### config.mk
export PLATFORM = sky130hd
export DESIGN_NAME = tacp_gain
export DESIGN_NICKNAME = d
export VERILOG_FILES = /design/src/rtl/core/tacp_pkg.sv /design/src/rtl/core/tacp_gain.sv
export SDC_FILE = /design/constraint.sdc
export NUM_CORES = 1
export LEC_CHECK = 0
export BUFFER_PORTS_ARGS = -buffer_cell sky130_fd_sc_hd__buf_2
export CORE_ASPECT_RATIO = 1.1
export CORE_UTILIZATION = 45
export CTS_BUF_LIST = sky130_fd_sc_hd__clkbuf_8
export DETAILED_ROUTE_END_ITERATION = 8
export SLEW_MARGIN = 20
export SYNTH_ARGS = -nofsm -noshare
export SYNTH_HDL_FRONTEND = slang
export SYNTH_SLANG_ARGS = --single-unit
### constraint.sdc
create_clock -name clk_i -period 3.79 [get_ports clk_i]
set_input_delay 0 -clock clk_i [delete_from_list [all_inputs] [get_ports clk_i]]
set_output_delay 0 -clock clk_i [all_outputs]
set_load 0.01 [all_outputs]
### src/rtl/core/tacp_pkg.sv
`timescale 1ns / 1ps
`default_nettype none

package tacp_pkg;

  // Word widths
  localparam int unsigned SAMPLE_W   = 16;
  localparam int unsigned ANGLE_FRAC = 8;
  localparam int unsigned ACC_FRAC   = 24;
  localparam int unsigned ROLL_W     = 17;
  localparam int unsigned PITCH_W    = 16;
  localparam int unsigned RLIM_W     = 16;
  localparam int unsigned PLIM_W     = 15;
  localparam int unsigned CFG_W      = 16;

  // CORDIC sizing
  localparam int unsigned CORDIC_STEPS = 16;
  localparam int unsigned TABLE_LEN    = 24;
  localparam int unsigned STEP_W       = $clog2(TABLE_LEN);
  // datapath: sample << ACC_FRAC, grown by sqrt(2) and the CORDIC gain
  localparam int unsigned CW           = SAMPLE_W + ACC_FRAC + 4;
  // angle accumulator in degrees with ACC_FRAC fraction bits, up to about 280 degrees
  localparam int unsigned AW           = ACC_FRAC + 11;
  localparam int unsigned TAG_W        = ROLL_W;

  // Inverse CORDIC gain, GAIN_INV / 2^GAIN_FRAC
  localparam int unsigned GAIN_FRAC = 20;
  localparam logic [GAIN_FRAC-1:0] GAIN_INV = GAIN_FRAC'(636750);

  // Rounding to output units
  localparam int unsigned ROUND_SH = ACC_FRAC - ANGLE_FRAC;
  localparam int unsigned OUT_W    = ROLL_W + 1;
  localparam longint      HALF_TURN_L = 180 * (64'sd1 <<< ACC_FRAC);
  localparam logic signed [AW-1:0]    HALF_TURN = AW'(HALF_TURN_L);
  localparam logic signed [AW-1:0]    HALF_LSB  = AW'(64'sd1 <<< (ROUND_SH - 1));
  localparam logic signed [OUT_W-1:0] ROLL_LIM  = OUT_W'(180 << ANGLE_FRAC);
  localparam logic signed [OUT_W-1:0] PITCH_LIM = OUT_W'(90 << ANGLE_FRAC);

  // Register reset values
  localparam logic [RLIM_W-1:0] ROLL_LIM_RST  = RLIM_W'(45 << ANGLE_FRAC);
  localparam logic [PLIM_W-1:0] PITCH_LIM_RST = PLIM_W'(40 << ANGLE_FRAC);

  typedef enum logic {
    REG_ROLL_LIMIT  = 1'b0,
    REG_PITCH_LIMIT = 1'b1
  } cfg_reg_e;

  // Word travelling down the cell chain
  typedef struct packed {
    logic signed [CW-1:0]    x;
    logic signed [CW-1:0]    y;
    logic signed [AW-1:0]    ang;
    logic                    zero;
    logic signed [TAG_W-1:0] tag;
  } cell_t;

  // atan(2^-i) in degrees, ACC_FRAC fraction bits
  function automatic logic signed [AW-1:0] atan_lut(input logic [STEP_W-1:0] step);
    logic signed [AW-1:0] v;
    unique case (step)
      5'd0:  v = AW'(754974720);
      5'd1:  v = AW'(445687602);
      5'd2:  v = AW'(235489088);
      5'd3:  v = AW'(119537938);
      5'd4:  v = AW'(60000934);
      5'd5:  v = AW'(30029717);
      5'd6:  v = AW'(15018523);
      5'd7:  v = AW'(7509720);
      5'd8:  v = AW'(3754917);
      5'd9:  v = AW'(1877466);
      5'd10: v = AW'(938734);
      5'd11: v = AW'(469367);
      5'd12: v = AW'(234684);
      5'd13: v = AW'(117342);
      5'd14: v = AW'(58671);
      5'd15: v = AW'(29335);
      5'd16: v = AW'(14668);
      5'd17: v = AW'(7334);
      5'd18: v = AW'(3667);
      5'd19: v = AW'(1833);
      5'd20: v = AW'(917);
      5'd21: v = AW'(458);
      5'd22: v = AW'(229);
      5'd23: v = AW'(115);
      default: v = '0;
    endcase
    return v;
  endfunction

  // Round half up to output units, then clamp to +-lim
  function automatic logic signed [OUT_W-1:0] finish_angle(
    input logic signed [AW-1:0]    acc,
    input logic signed [OUT_W-1:0] lim
  );
    logic signed [AW-1:0]          sum;
    logic signed [AW-ROUND_SH-1:0] v;
    logic signed [OUT_W-1:0]       r;
    sum = acc + HALF_LSB;
    v   = sum[AW-1:ROUND_SH];
    if (v > lim) begin
      r = lim;
    end else if (v < -lim) begin
      r = -lim;
    end else begin
      r = OUT_W'(v);
    end
    return r;
  endfunction

endpackage

`default_nettype wire

### src/rtl/core/tacp_gain.sv
`timescale 1ns / 1ps
`default_nettype none

// Between the chains: rounds roll, scales the magnitude by the inverse gain
// in two halves, and builds the pitch vector.
module tacp_gain (
  input  wire logic             clk_i,
  input  wire logic             rst_ni,
  input  wire logic             en_i,
  input  wire logic             vld_i,
  input  wire tacp_pkg::cell_t  d_i,
  output logic                  vld_o,
  output tacp_pkg::cell_t       q_o
);

  localparam int unsigned LO_W   = tacp_pkg::CW / 2;
  localparam int unsigned HI_W   = tacp_pkg::CW - LO_W;
  localparam int unsigned PP_W   = HI_W + tacp_pkg::GAIN_FRAC;
  localparam int unsigned PROD_W = tacp_pkg::CW + tacp_pkg::GAIN_FRAC;
  localparam int unsigned EXT_W  = tacp_pkg::CW - tacp_pkg::SAMPLE_W - tacp_pkg::ACC_FRAC;

  logic signed [tacp_pkg::AW-1:0]      roll_acc;
  logic signed [tacp_pkg::OUT_W-1:0]   roll_f;
  logic [PP_W-1:0]                     pp_lo_d, pp_hi_d;
  logic [PP_W-1:0]                     pp_lo_q, pp_hi_q;
  logic                                vld_a_q;
  logic [tacp_pkg::SAMPLE_W-1:0]       xs_a_q;
  logic signed [tacp_pkg::TAG_W-1:0]   roll_a_q;
  logic [PROD_W-1:0]                   prod;
  logic [tacp_pkg::CW-1:0]             mag;
  logic signed [tacp_pkg::CW-1:0]      xw;
  tacp_pkg::cell_t                     out_d;
  logic                                vld_b_q;
  tacp_pkg::cell_t                     out_q;

  // Stage A: round roll, partial products (magnitude is never negative)
  always_comb begin
    roll_acc = d_i.zero ? '0 : d_i.ang;
    roll_f   = tacp_pkg::finish_angle(roll_acc, tacp_pkg::ROLL_LIM);
    pp_lo_d  = PP_W'(d_i.x[LO_W-1:0]) * PP_W'(tacp_pkg::GAIN_INV);
    pp_hi_d  = PP_W'(d_i.x[tacp_pkg::CW-1:LO_W]) * PP_W'(tacp_pkg::GAIN_INV);
  end

  // Stage B: sum, truncate, pitch vector (magnitude, -x)
  always_comb begin
    prod      = PROD_W'(pp_lo_q) + (PROD_W'(pp_hi_q) << LO_W);
    mag       = prod[tacp_pkg::GAIN_FRAC +: tacp_pkg::CW];
    xw        = {{EXT_W{xs_a_q[tacp_pkg::SAMPLE_W-1]}}, xs_a_q, {tacp_pkg::ACC_FRAC{1'b0}}};
    out_d.x   = mag;
    out_d.y   = -xw;
    out_d.ang = '0;
    out_d.zero = (mag == '0) && (xs_a_q == '0);
    out_d.tag = roll_a_q;
  end

  always_ff @(posedge clk_i or negedge rst_ni) begin
    if (!rst_ni) begin
      vld_a_q <= 1'b0;
      vld_b_q <= 1'b0;
    end else if (en_i) begin
      vld_a_q <= vld_i;
      vld_b_q <= vld_a_q;
    end
  end

  always_ff @(posedge clk_i) begin
    if (en_i) begin
      pp_lo_q  <= pp_lo_d;
      pp_hi_q  <= pp_hi_d;
      xs_a_q   <= d_i.tag[tacp_pkg::SAMPLE_W-1:0];
      roll_a_q <= tacp_pkg::TAG_W'(roll_f);
      out_q    <= out_d;
    end
  end

  assign vld_o = vld_b_q;
  assign q_o   = out_q;

endmodule

`default_nettype wire

==> results by group <==
Clock network
  • Clk buf depth: 2
  • Reg clk slew, reported paths: 0.10 ns
  • Worst skew pair latency: ~0.46 ns
  • H-tree depth: 4
  • TritonCTS clock tree: yes
  • Clock Tree Root: clkbuf_8
  • CTS sink count: 180
  • TritonCTS Buffers: 17

Synthesis
  • Synth area leaders: fa_1, edfxtp_1, ha_1
  • Synth Area in Simple Gates: 0.0629
  • Fraction of synthesized area in multiplexers: 0.00271
  • Post-synthesis compound-gate area fraction: 0.0613
  • Synth Area in Adders: 0.485
  • XOR/XNOR Fraction of Synth Area: 0.0458
  • Yosys top cell area share: 0.304
  • Main combinational cell family by area after synthesis: adder cells
  • Biggest area consumer among synthesized cells: fa_1
  • Cell count after synthesis: between 2k and 2.5k
  • Synthesized area: 24500 sq um
  • Count of cell types in the netlist: slightly below 70
  • #FFs+latches synth: 180
  • Post-synthesis sequential area ratio: 0.220
  • Ys flop type: edfxtp_1
  • Post-synth EDFFs: between 150 and 200
  • Syn Area/Cell: roughly 11 sq um
  • Total number of yosys warnings: 0
  • Asr flop ratio synth: 0.0111

Setup path
  • Crit path cell chain: buf_8 > clkinvlp_4 > buf_4 > fa_1 > fa_1 > fa_1 > inv_1 > fa_1 > fa_1 > inv_1 > fa_1 > inv_1 > ha_1 > a21o_1 > a21o_1 > a41oi_2 > o21ai_2 > o221ai_2 > buf_4 > o221ai_4 > a21oi_2 > o21bai_2 > buf_4 > xor2_1
  • R2R Setup Slk: -0.02 ns
  • CP arrival: approximately 5.4 ns
  • Worst path slowest cell: fa_1
  • Cells on worst reg2reg path: 13
  • Element type at the critical path end: flip-flop
  • Crit path launch type: primary input
  • Crit path top cell by count: fa_1
  • Worst-path fanout max: 4
  • CP required: roughly 4.0 ns
  • Worst stage delay on the critical path: 0.56 ns
  • WS Path Type: primary input to flip-flop
  • Critical R2R Capture: q_o[17]$_DFFE_PP_
  • Worst r2r src: pp_lo_q[23]$_DFFE_PP_

STA
  • Final Worst Setup Slack: -1.40 ns
  • Final min period: between 5 and 6 ns
  • Fmax: 193 MHz
  • Rel. slew slack: 0.296
  • Final Hold Viols: 0
  • Fin Setup TNS: -47.40 ns
  • Worst slew pin tran: 1.06 ns
  • RSZ-0062 raised after global routing: yes
  • Setup violations, final: 52
  • Final Cycle Share: 1.37
  • Worst Skew: roughly 0.014 ns
  • Slew Viols, Final: 0

Die
  • # IOs: ~290
  • Initial Utilization: 0.457
  • Die Span Y: roughly 250 microns
  • Die width: roughly 220 microns
  • Core area: approximately 54000 sq um
  • Rows: 89
  • Die ar.: roughly 55000 sq um

Drt
  • Via count: 17.5k
  • WL final: roughly 61 mm
  • Antenna-violating nets left: 0
  • Via/cell ratio: 4.76
  • DRT Pass-1 Iters: 5
  • DR iter-0 viols: about 670
  • Wire length per cell: around 17 microns
  • DR DRC count: 0

Global routing
  • Largest net degree at the start of global routing: 116
  • GR Util All Layers: 0.230
  • Vias in the first global route: 19.0k
  • First-pass GRT wire length: a little under 100 mm
  • Total grt overflow: 0
  • Initial antenna violation count: 2

Placed design
  • Routability-driven placement congestion ratio: slightly above 0.9
  • Dpl hpwl: 53.5 mm
  • Dpl cell area: approximately 29000 sq um
  • Port bufs: between 150 and 200

Cells and area
  • Most frequent cells in the layout: inv_1, buf_4, fa_1
  • Final Cell Area: around 32000 sq um
  • Commonest non-fill, non-tap cell in the layout: inv_1
  • Filler cell count in the final layout: 4503
  • Area Overhead vs Synth: 29.5%
  • Fraction of layout cells with a size suffix above 1: 0.298
  • Number of diodes: 0
  • Core Util, Final: 0.591
  • Layout Nets: 3811

Worst hold path
  • Hold_sp: d_i[44]
  • Worst hold stages: 4
  • Min-Delay Path Class: primary input to flip-flop
  • Hold Crit Endpoint: roll_a_q[10]$_SDFFCE_PP1P_

Run
  • Maxcap violations: 0

Status
  • Status: finished, violations left
  • Violated checks: negative setup slack
## through the flow
| stage | instances | hold WS [ns] | setup slack, ns |
|---|---|---|---|
| 2_1_floorplan | 2366 | -0.296 | -1.62 |
| 5_1_grt | 3679 | 0.0202 | -1.61 |
| 6_report | 3679 | 0.0219 | -1.40 |
| 3_5_place_dp | 3578 | -0.212 | -2.09 |
| 3_3_place_gp | 3578 | -0.214 | -2.00 |
| 4_1_cts | 3667 | 0.000588 | -1.33 |
## kinds of logic (layout without fill, tap and decap cells)
kind of cell / Yosys count / after routing
AOI/OAI and AO/OA: 235 / 235
xor gates and xnor gates: 128 / 128
adders and majority gates: 727 / 727
buffers and inverters: 736 / 1321
DFF: 180 / 180
muxes: 6 / 6
other: 1 / 59
and+or+nand+nor: 295 / 295
## state kept, by name, indices dropped and copies added, names as in the netlist
register / flops
vld_o: 1
pp_lo_q: 22
pp_hi_q: 41
xs_a_q: 16
vld_a_q: 1
q_o: 82
roll_a_q: 17
## worst max-delay path by stage
| stage | start | endpoint | slack, ns | depth (start not counted) |
|---|---|---|---|---|
| CTS | d_i[108] | pp_lo_q[34]$_DFFE_PP_ | -1.33 | 23 |
| floorplan | d_i[109] | pp_lo_q[40]$_DFFE_PP_ | -1.62 | 21 |
| finish | d_i[109] | pp_lo_q[34]$_DFFE_PP_ | -1.40 | 24 |
| global placement | d_i[104] | pp_lo_q[40]$_DFFE_PP_ | -2.00 | 22 |
| global route | d_i[109] | pp_lo_q[34]$_DFFE_PP_ | -1.61 | 23 |
| detailed placement | d_i[109] | pp_lo_q[40]$_DFFE_PP_ | -2.09 | 22 |
## Yosys cell counts (all sizes together) (2+ instances only)
library cell  count
fa              372
clkbuf            5
nor2b            13
nand4            16
dfrtp             2
or4               4
xor2             48
a21boi            3
o211ai            6
xnor2            80
a41oi             2
or3               8
nor4             11
and2             10
nand2            60
nand3            24
ha              355
a2111oi           3
nor3             33
o21bai           11
a211oi           10
a221oi            2
o21a             12
nor3b             3
mux2              5
o22ai             4
a21oi            69
o31ai             8
and4              7
and3             13
nand2b           13
nand3b            2
o21ai            42
or4b              2
o221ai            2
nand4b            2
inv             671
buf              60
nor2             70
a21o             35
edfxtp          178
a31oi            12
a311oi            2
## per-layer routing
layer,share of wire,GRT usage
met1,0.46,0.310
met2,0.50,0.407
met3,0.026,0.0166
met4,0.019,0.0440
met5,0,0
## repair_timing
item	in CTS	in global routing
hold buffers	22	0
endpoints found under the hold margin	22	0
resized for setup	231	73
endpoints found under the setup margin	53	52
pin swaps	121	73
setup buffers	50	24
## final cells by class
class	instances	area (sq um)	area share
multi-input cells	1450	17800	0.560
clock buffers	17	234	0.00737
flip-flops and latches	180	5400	0.170
repair buffers	619	4690	0.148
well taps	728	911	0.0287
clock inverters	14	129	0.00406
inverters	671	2590	0.0817
## worst max-delay path: cells and delay by family
family	cells	cell delay, ns
AO/OA/AOI/OAI	8	1.19
XOR/XNOR	1	0.13
adder cells (fa/ha/maj)	7	3.26
buffers and inverters	8	0.81
Power is not shown: default switching activity piles up to over one toggle a cycle in this logic, so the estimate is an artifact.
